===== config.mk =====
export PLATFORM = sky130hd
export DESIGN_NAME = vm_alu_branch_unit
export DESIGN_NICKNAME = d
export VERILOG_FILES = /design/src/sv/vmab_pkg.sv /design/src/sv/vm_alu_branch_unit.sv
export SDC_FILE = /design/constraint.sdc
export NUM_CORES = 2
export LEC_CHECK = 0
export BUFFER_PORTS_ARGS = -buffer_cell sky130_fd_sc_hd__buf_2
export CORE_MARGIN = 4
export CORE_UTILIZATION = 60
export DETAILED_ROUTE_END_ITERATION = 7
export PLACE_DENSITY_LB_ADDON = 0.15
export RECOVER_POWER = 50
export SYNTH_ARGS = -nofsm -noshare
export SYNTH_HDL_FRONTEND = slang
export SYNTH_SLANG_ARGS = --single-unit

===== constraint.sdc =====
create_clock -name clk -period 19.9 [get_ports clk]
set_input_delay 3.98 -clock clk [delete_from_list [all_inputs] [get_ports clk]]
set_output_delay 3.98 -clock clk [all_outputs]
set_load 0.03 [all_outputs]

===== src/sv/vmab_pkg.sv =====
// Package for the VM ALU and branch unit: operation codes, widths and helpers.
// No dependencies.
`default_nettype none
package vmab_pkg;
	localparam int unsigned WordBits = 16;
	localparam int unsigned AddrBitsDefault = 17;
	localparam int unsigned PcBits = 17;
	localparam int unsigned DivStages = 16;

	typedef enum logic [3:0] {
		OP_JE = 4'd0, OP_JL = 4'd1, OP_JG = 4'd2, OP_DEC_CHK = 4'd3,
		OP_INC_CHK = 4'd4, OP_TEST = 4'd5, OP_AND = 4'd6, OP_ADD = 4'd7,
		OP_SUB = 4'd8, OP_MUL = 4'd9, OP_DIV = 4'd10, OP_JZ = 4'd11,
		OP_JUMP = 4'd12, OP_INC = 4'd13, OP_DEC = 4'd14, OP_NONE = 4'd15
	} op_t;

	typedef enum logic [1:0] {
		RC_NONE = 2'd0, RC_FALSE = 2'd1, RC_TRUE = 2'd2
	} ret_t;

	// Everything the stages carry besides the divider's running state.
	typedef struct packed {
		logic [WordBits-1:0] result;
		logic                wr_res;
		logic                wr_var;
		logic [PcBits-1:0]   npc;
		ret_t                rc;
		logic                fault;
		logic                is_div;
		logic                neg_q;
	} ctl_t;
endpackage : vmab_pkg
`default_nettype wire


===== src/sv/vm_alu_branch_unit.sv =====
// ALU and branch unit of the story virtual machine, top level.
// Depends on vmab_pkg.
//
// Usage: one instruction item enters on the input valid/ready channel and
// one result item leaves on the output valid/ready channel per instruction.
// Stage 1 decodes, evaluates compares, branch targets and the low half of the
// product, and starts the divide. Stages 2..17 each retire one quotient bit
// of the restoring divider. An accepted item is registered in stage 1 and
// then in each divide stage in order before it is offered on the output.
// Throughput is one item per cycle while the receiver does not stall; the
// pipeline length is set by the sixteen one-bit divide steps. Results leave
// in acceptance order. When the receiver stalls, every stage holds its item
// and in_ready falls only when every stage is full and the last one is not
// being drained; no item is lost or repeated. Reset clears all stage valid
// bits; payload registers are not reset. The block holds no architectural
// state.
`default_nettype none
module vm_alu_branch_unit
	import vmab_pkg::*;
#(
	parameter int unsigned ADDR_BITS = AddrBitsDefault
) (
	input  wire logic                clk,
	input  wire logic                arst_n,
	input  wire logic                in_valid,
	output logic                     in_ready,
	input  wire logic [3:0]          kind,
	input  wire logic [15:0]         operand_a,
	input  wire logic [15:0]         operand_b,
	input  wire logic [15:0]         operand_c,
	input  wire logic [15:0]         operand_d,
	input  wire logic [2:0]          operand_count,
	input  wire logic [15:0]         variable_value,
	input  wire logic [7:0]          branch_first,
	input  wire logic [7:0]          branch_second,
	input  wire logic [PcBits-1:0]   pc_now,
	output logic                     out_valid,
	input  wire logic                out_ready,
	output logic [15:0]              result_value,
	output logic                     writes_result,
	output logic                     writes_variable,
	output logic [PcBits-1:0]        next_pc,
	output logic [1:0]               return_code,
	output logic                     divide_fault
);
	localparam int unsigned NS = DivStages + 1;
	localparam logic [PcBits-1:0] AddrMask = PcBits'((18'd1 << ADDR_BITS) - 18'd1);

	// Stage valid bits and payload; index 0 is stage 1.
	logic        vld_s [NS];
	ctl_t        ctl_s [NS];
	logic [15:0] rem_s [NS];
	logic [15:0] quo_s [NS];
	logic [15:0] dvs_s [NS];
	logic        adv [NS];

	// A stage advances when the stage after it can take it.
	always_comb begin
		adv[NS-1] = !vld_s[NS-1] || out_ready;
		for (int i = NS-2; i >= 0; i--) begin
			adv[i] = !vld_s[i] || adv[i+1];
		end
	end
	assign in_ready = adv[0];

	// Stage 1 decode.
	logic signed [15:0] sa, sb;
	logic [15:0] inc_v, dec_v;
	logic cond, is_br, sense, short_f;
	logic signed [13:0] off;
	logic [PcBits-1:0] pc_m, stepped, taken_pc;
	ctl_t c0;
	logic [15:0] abs_a, abs_b;
	op_t op;
	always_comb begin
		op = op_t'(kind);
		sa = signed'(operand_a);
		sb = signed'(operand_b);
		inc_v = variable_value + 16'd1;
		dec_v = variable_value - 16'd1;
		pc_m = pc_now & AddrMask;
		cond = 1'b0;
		is_br = 1'b0;
		c0 = '0;
		c0.npc = pc_m;
		c0.rc = RC_NONE;
		unique case (op)
			OP_JE: begin
				is_br = 1'b1;
				cond = (operand_count >= 3'd2 && operand_a == operand_b)
					|| (operand_count >= 3'd3 && operand_a == operand_c)
					|| (operand_count >= 3'd4 && operand_a == operand_d);
			end
			OP_JL: begin is_br = 1'b1; cond = sa < sb; end
			OP_JG: begin is_br = 1'b1; cond = sa > sb; end
			OP_DEC_CHK: begin
				is_br = 1'b1; cond = signed'(dec_v) < sb;
				c0.result = dec_v; c0.wr_var = 1'b1;
			end
			OP_INC_CHK: begin
				is_br = 1'b1; cond = signed'(inc_v) > sb;
				c0.result = inc_v; c0.wr_var = 1'b1;
			end
			OP_TEST: begin is_br = 1'b1; cond = (operand_a & operand_b) == operand_b; end
			OP_AND: begin c0.result = operand_a & operand_b; c0.wr_res = 1'b1; end
			OP_ADD: begin c0.result = operand_a + operand_b; c0.wr_res = 1'b1; end
			OP_SUB: begin c0.result = operand_a - operand_b; c0.wr_res = 1'b1; end
			// The low half of the product is the same for signed and unsigned words.
			OP_MUL: begin c0.result = operand_a * operand_b; c0.wr_res = 1'b1; end
			OP_DIV: begin
				c0.wr_res = 1'b1; c0.is_div = 1'b1;
				c0.fault = operand_b == 16'd0;
				c0.neg_q = operand_a[15] ^ operand_b[15];
			end
			OP_JZ: begin is_br = 1'b1; cond = operand_a == 16'd0; end
			OP_JUMP: c0.npc = (pc_m + PcBits'({{(PcBits-16){sa[15]}}, operand_a})
				- PcBits'(2)) & AddrMask;
			OP_INC: begin c0.result = inc_v; c0.wr_var = 1'b1; end
			OP_DEC: begin c0.result = dec_v; c0.wr_var = 1'b1; end
			default: ;
		endcase
		sense = branch_first[7];
		short_f = branch_first[6];
		off = short_f ? {8'd0, branch_first[5:0]} : {branch_first[5:0], branch_second};
		stepped = (pc_m + (short_f ? PcBits'(1) : PcBits'(2))) & AddrMask;
		taken_pc = (stepped + PcBits'({{(PcBits-14){off[13]}}, off}) - PcBits'(2))
			& AddrMask;
		if (is_br) begin
			c0.npc = stepped;
			if (sense == cond) begin
				if (off == 14'sd0) c0.rc = RC_FALSE;
				else if (off == 14'sd1) c0.rc = RC_TRUE;
				else c0.npc = taken_pc;
			end
		end
		abs_a = operand_a[15] ? 16'd0 - operand_a : operand_a;
		abs_b = operand_b[15] ? 16'd0 - operand_b : operand_b;
	end

	// Stage valid bits.
	always_ff @(posedge clk or negedge arst_n) begin
		if (!arst_n) begin
			for (int i = 0; i < NS; i++) vld_s[i] <= 1'b0;
		end else begin
			if (adv[0]) vld_s[0] <= in_valid;
			for (int i = 1; i < NS; i++) begin
				if (adv[i]) vld_s[i] <= vld_s[i-1];
			end
		end
	end

	// Stage payloads: stage 1 loads, stages 2..17 each do one divide step.
	logic [16:0] trial [NS];
	always_comb begin
		for (int i = 0; i < NS; i++) begin
			trial[i] = {rem_s[i], quo_s[i][15]} - {1'b0, dvs_s[i]};
		end
	end
	always_ff @(posedge clk) begin
		if (adv[0] && in_valid) begin
			ctl_s[0] <= c0;
			rem_s[0] <= '0;
			quo_s[0] <= abs_a;
			dvs_s[0] <= abs_b;
		end
		for (int i = 1; i < NS; i++) begin
			if (adv[i] && vld_s[i-1]) begin
				ctl_s[i] <= ctl_s[i-1];
				dvs_s[i] <= dvs_s[i-1];
				if (!trial[i-1][16]) begin
					rem_s[i] <= trial[i-1][15:0];
					quo_s[i] <= {quo_s[i-1][14:0], 1'b1};
				end else begin
					rem_s[i] <= {rem_s[i-1][14:0], quo_s[i-1][15]};
					quo_s[i] <= {quo_s[i-1][14:0], 1'b0};
				end
			end
		end
	end

	// Output formatting.
	ctl_t co;
	always_comb begin
		co = ctl_s[NS-1];
		out_valid = vld_s[NS-1];
		result_value = co.result;
		if (co.is_div) begin
			if (co.fault) result_value = 16'd0;
			else result_value = co.neg_q ? 16'd0 - quo_s[NS-1] : quo_s[NS-1];
		end
		writes_result = co.wr_res;
		writes_variable = co.wr_var;
		next_pc = co.npc;
		return_code = co.rc;
		divide_fault = co.fault;
	end

	// Assertions.
	a_fault_div: assert property (@(posedge clk) disable iff (!arst_n)
		out_valid && divide_fault |-> writes_result && result_value == 16'd0)
		else $error("fault without div result");
	a_exclusive: assert property (@(posedge clk) disable iff (!arst_n)
		out_valid |-> !(writes_result && writes_variable))
		else $error("both write flags set");
	a_ret_no_write: assert property (@(posedge clk) disable iff (!arst_n)
		out_valid && return_code != RC_NONE |-> !writes_result)
		else $error("return with store");
	a_hold: assert property (@(posedge clk) disable iff (!arst_n)
		out_valid && !out_ready |=> out_valid && $stable(next_pc))
		else $error("stalled item changed");
endmodule : vm_alu_branch_unit
`default_nettype wire


==> results.sh <==
export IMPL_start_kind="primary input"
export IMPL_via_count=39800
export IMPL_cp_required_ns=15.92
export IMPL_io_buffers=163
export IMPL_status="complete, but fails checks"
export IMPL_die_area_um2=123000
export IMPL_hold_viol_final=0
export IMPL_p_sw_mw=3.22
export IMPL_criticalPathCategory="in -> out"
export IMPL_cts_tree="built"
export IMPL_violations="capacitance limit, slew limit"
export IMPL_utilization_pct=66.8
export IMPL_fin_cells=7100
export IMPL_synth_edf_count=1447
export IMPL_cts_root_buf="clkbuf_16"
export IMPL_ios=164
export IMPL_slew_violations=252
export IMPL_setup_tns_ns=0
export IMPL_clk_pin_slew_ns=0.06
export IMPL_syn_inst=5232
export IMPL_cts_buffers=146
export IMPL_synth_seq_cells=1465
export IMPL_die_width_um=351
export IMPL_initial_core_util_pct=60.6
export IMPL_internal_power_mw=7.25
export IMPL_synth_distinct_cells=94
export IMPL_layout_common_cells="edfxtp_1, inv_1, ha_1"
export IMPL_finalCriticalPeriod_ns=10.52
export IMPL_rows=125
export IMPL_die_h_um=351
export IMPL_hpwl_um=103000
export IMPL_nets=6112
export IMPL_p_per_area_nw_per_um2=135
export IMPL_clock_skew_ns=0.0333
export IMPL_yosys_area_top_type_share_pct=61.7
export IMPL_postCtsResizedCells=0
export IMPL_power_frac_comb_pct=31.6
export IMPL_endpoint_kind="output port"
export IMPL_relSlewSlack_pct=-144
export IMPL_synthFlopType="edfxtp_1"
export IMPL_clkPwrFrac_pct=25.9
export IMPL_areaGrowthSynthToFinish_pct=10.2
export IMPL_core_area_um2=116000
export IMPL_cellLeakagePower_nw=30.6
export IMPL_synth_nets=5893
export IMPL_grt_pass1_vias=40000
export IMPL_clock_sinks=1465
export IMPL_grt_pass1_wl_um=222000
export IMPL_post_cts_buffers=0
export IMPL_tightest_slew_ns=3.65
export IMPL_grt_util_all_layers_pct=23.4
export IMPL_arrival_ns=6.54
export IMPL_ys_seq_area_share_pct=62.3
export IMPL_ant_nets=0
export IMPL_first_pass_iters=6
export IMPL_synth_area_um2=70500
export IMPL_grt_max_degree=83
export IMPL_gp_congestion=0.919
export IMPL_drcViolationCount=0
export IMPL_final_common_cell="edfxtp_1"
export IMPL_yosysWarnings=0
export IMPL_post_synth_cell_area_avg_um2=13.5
export IMPL_p_sw_share_pct=30.8
export IMPL_postRouteWirelength_um=142000
export IMPL_drive_above_1_share_pct=10.9
export IMPL_finalCritPeriodShare_pct=52.9
export IMPL_hold_class="reg -> reg"
export IMPL_rsz0062_at_grt="no"
export IMPL_p_seq_share_pct=42.5
export IMPL_path_max_fanout=5
export IMPL_max_freq_mhz=95.0
export IMPL_vdd_drop_max_uv=94.7
export IMPL_post_place_cells=6827
export IMPL_grt_overflow_total=0
export IMPL_cap_violations=6
export IMPL_async_flop_share_pct=1.16
export IMPL_cts_buffer_depth=3
export IMPL_clk_latency_ns=0.77
export IMPL_hold_buffers=0
export IMPL_wl_per_cell_um=20.0
export IMPL_viasPerCell=5.60
export IMPL_synth_area_leaders="edfxtp_1, ha_1, xnor2_1"
export IMPL_cts_htree_levels=4
export IMPL_antenna_found_initial=13
export IMPL_num_fill_cells=8246
export IMPL_synth_largest_area_cell="edfxtp_1"
export IMPL_drt_iter0_markers=2582
export IMPL_setup_viol=0
-- stage by stage --
step	setup slack, ns	power (mW)	area (µm²)	hold slack (ns)
2_1_floorplan	6.15	7.05	70500	0.400
3_3_place_gp	9.61	7.68	72900	0.400
3_5_place_dp	9.54	7.77	72900	0.405
4_1_cts	9.51	10.6	77700	0.392
5_1_grt	9.11	11.1	77700	0.393
6_report	9.38	10.5	77700	0.392
-- cells in the mapped netlist (9+ instances only) --
| cell | instances |
|---|---|
| and3_1 | 52 |
| clkbuf_1 | 81 |
| o21ai_0 | 154 |
| a21oi_1 | 205 |
| nand4_1 | 34 |
| or2_2 | 15 |
| nor2_1 | 280 |
| inv_1 | 577 |
| buf_4 | 23 |
| a31o_2 | 12 |
| o41ai_1 | 13 |
| a211oi_1 | 34 |
| o31ai_1 | 15 |
| nor4_1 | 25 |
| o22ai_1 | 20 |
| a31oi_1 | 31 |
| nand2b_1 | 54 |
| nor3_1 | 111 |
| dfrtp_1 | 17 |
| nand3b_1 | 15 |
| a21o_1 | 33 |
| nand2_1 | 316 |
| mux2_2 | 123 |
| a22oi_1 | 12 |
| buf_2 | 9 |
| mux2i_1 | 58 |
| nand3_1 | 140 |
| edfxtp_1 | 1447 |
| o311ai_0 | 9 |
| o31a_1 | 20 |
| ha_1 | 439 |
| xor2_1 | 91 |
| fa_1 | 98 |
| a41oi_1 | 10 |
| or3_1 | 37 |
| o21a_1 | 44 |
| o2111ai_1 | 20 |
| mux2_4 | 15 |
| a221oi_1 | 13 |
| o21bai_1 | 13 |
| xnor2_1 | 271 |
| o211ai_1 | 20 |
| nor2b_1 | 56 |
| and2_1 | 27 |
-- worst max-delay path: stages --
cell	delay (ns)
clkbuf_1	0.10
nand3b_1	0.22
nor2_1	0.23
and3_1	0.34
nand2_1	0.17
nor3_2	0.82
nand4_1	0.29
inv_1	0.11
nand2_1	0.09
buf_2	0.19
-- layout make-up --
type                            count  area [µm²]  area share, %
Timing Repair Buffer              198        1050           1.35
Tap cell                         1524        1910           2.45
Inverter                          583        2190           2.82
Antenna cell                       10        25.0         0.0322
Sequential cell                  1465       43900           56.5
Multi-Input combinational cell   3057       23800           30.6
Clock inverter                     78         966           1.24
Clock buffer                      185        3870           4.98
-- power groups by stage --
stage	Sequential [mW]	Clock (mW)	Combinational, mW
floorplan	4.41	0	2.64
global placement	4.47	0	3.21
detailed placement	4.50	0	3.27
CTS	4.44	2.79	3.32
global route	4.50	2.92	3.72
finish	4.45	2.72	3.31
-- metal layers --
metal,up-vias,GRT usage [%],routed length [µm]
li1,19500,-,-
met1,19300,30.2,60100
met2,865,40.2,70000
met3,205,4.41,7640
met4,0,7.91,4500
met5,-,0,0
-- registers in the layout (all words and copies together), names as in the netlist --
register	cells
ctl_s	680
quo_s	272
dvs_s	256
rem_s	240
vld_s	16
out_valid	1
-- logic make-up (layout without fill, tap and decap cells) --
| group | after synthesis | count (layout) | synth area share [%] |
|---|---|---|---|
| XOR/XNOR | 362 | 362 | 4.50 |
| multiplexers | 205 | 205 | 3.27 |
| adder cells (fa/ha/maj) | 537 | 537 | 10.6 |
| other | 0 | 10 | 0 |
| AO/OA/AOI/OAI | 758 | 758 | 7.18 |
| flip-flops | 1465 | 1465 | 62.3 |
| AND/OR/NAND/NOR | 1195 | 1195 | 8.17 |
| buffers and inverters | 710 | 1044 | 4.02 |
-- final timing paths --
path                                             start                     end  slack (ns)  cells after the start
worst max register to register    vld_s[1]$_DFFE_PN0N_  rem_s[13][8]$_DFFE_PP_       14.64                     11
worst max-delay path                         out_ready                in_ready        9.38                     10
min in group asynchronous                       arst_n   out_valid$_DFFE_PN0N_        3.57                      1
max in group asynchronous                       arst_n   vld_s[12]$_DFFE_PN0N_       15.43                      1
worst min-delay path            quo_s[7][11]$_DFFE_PP_  quo_s[8][12]$_DFFE_PP_        0.39                      0
worst min register to register  quo_s[7][11]$_DFFE_PP_  quo_s[8][12]$_DFFE_PP_        0.39                      0
(Power assumes the default switching activity.)
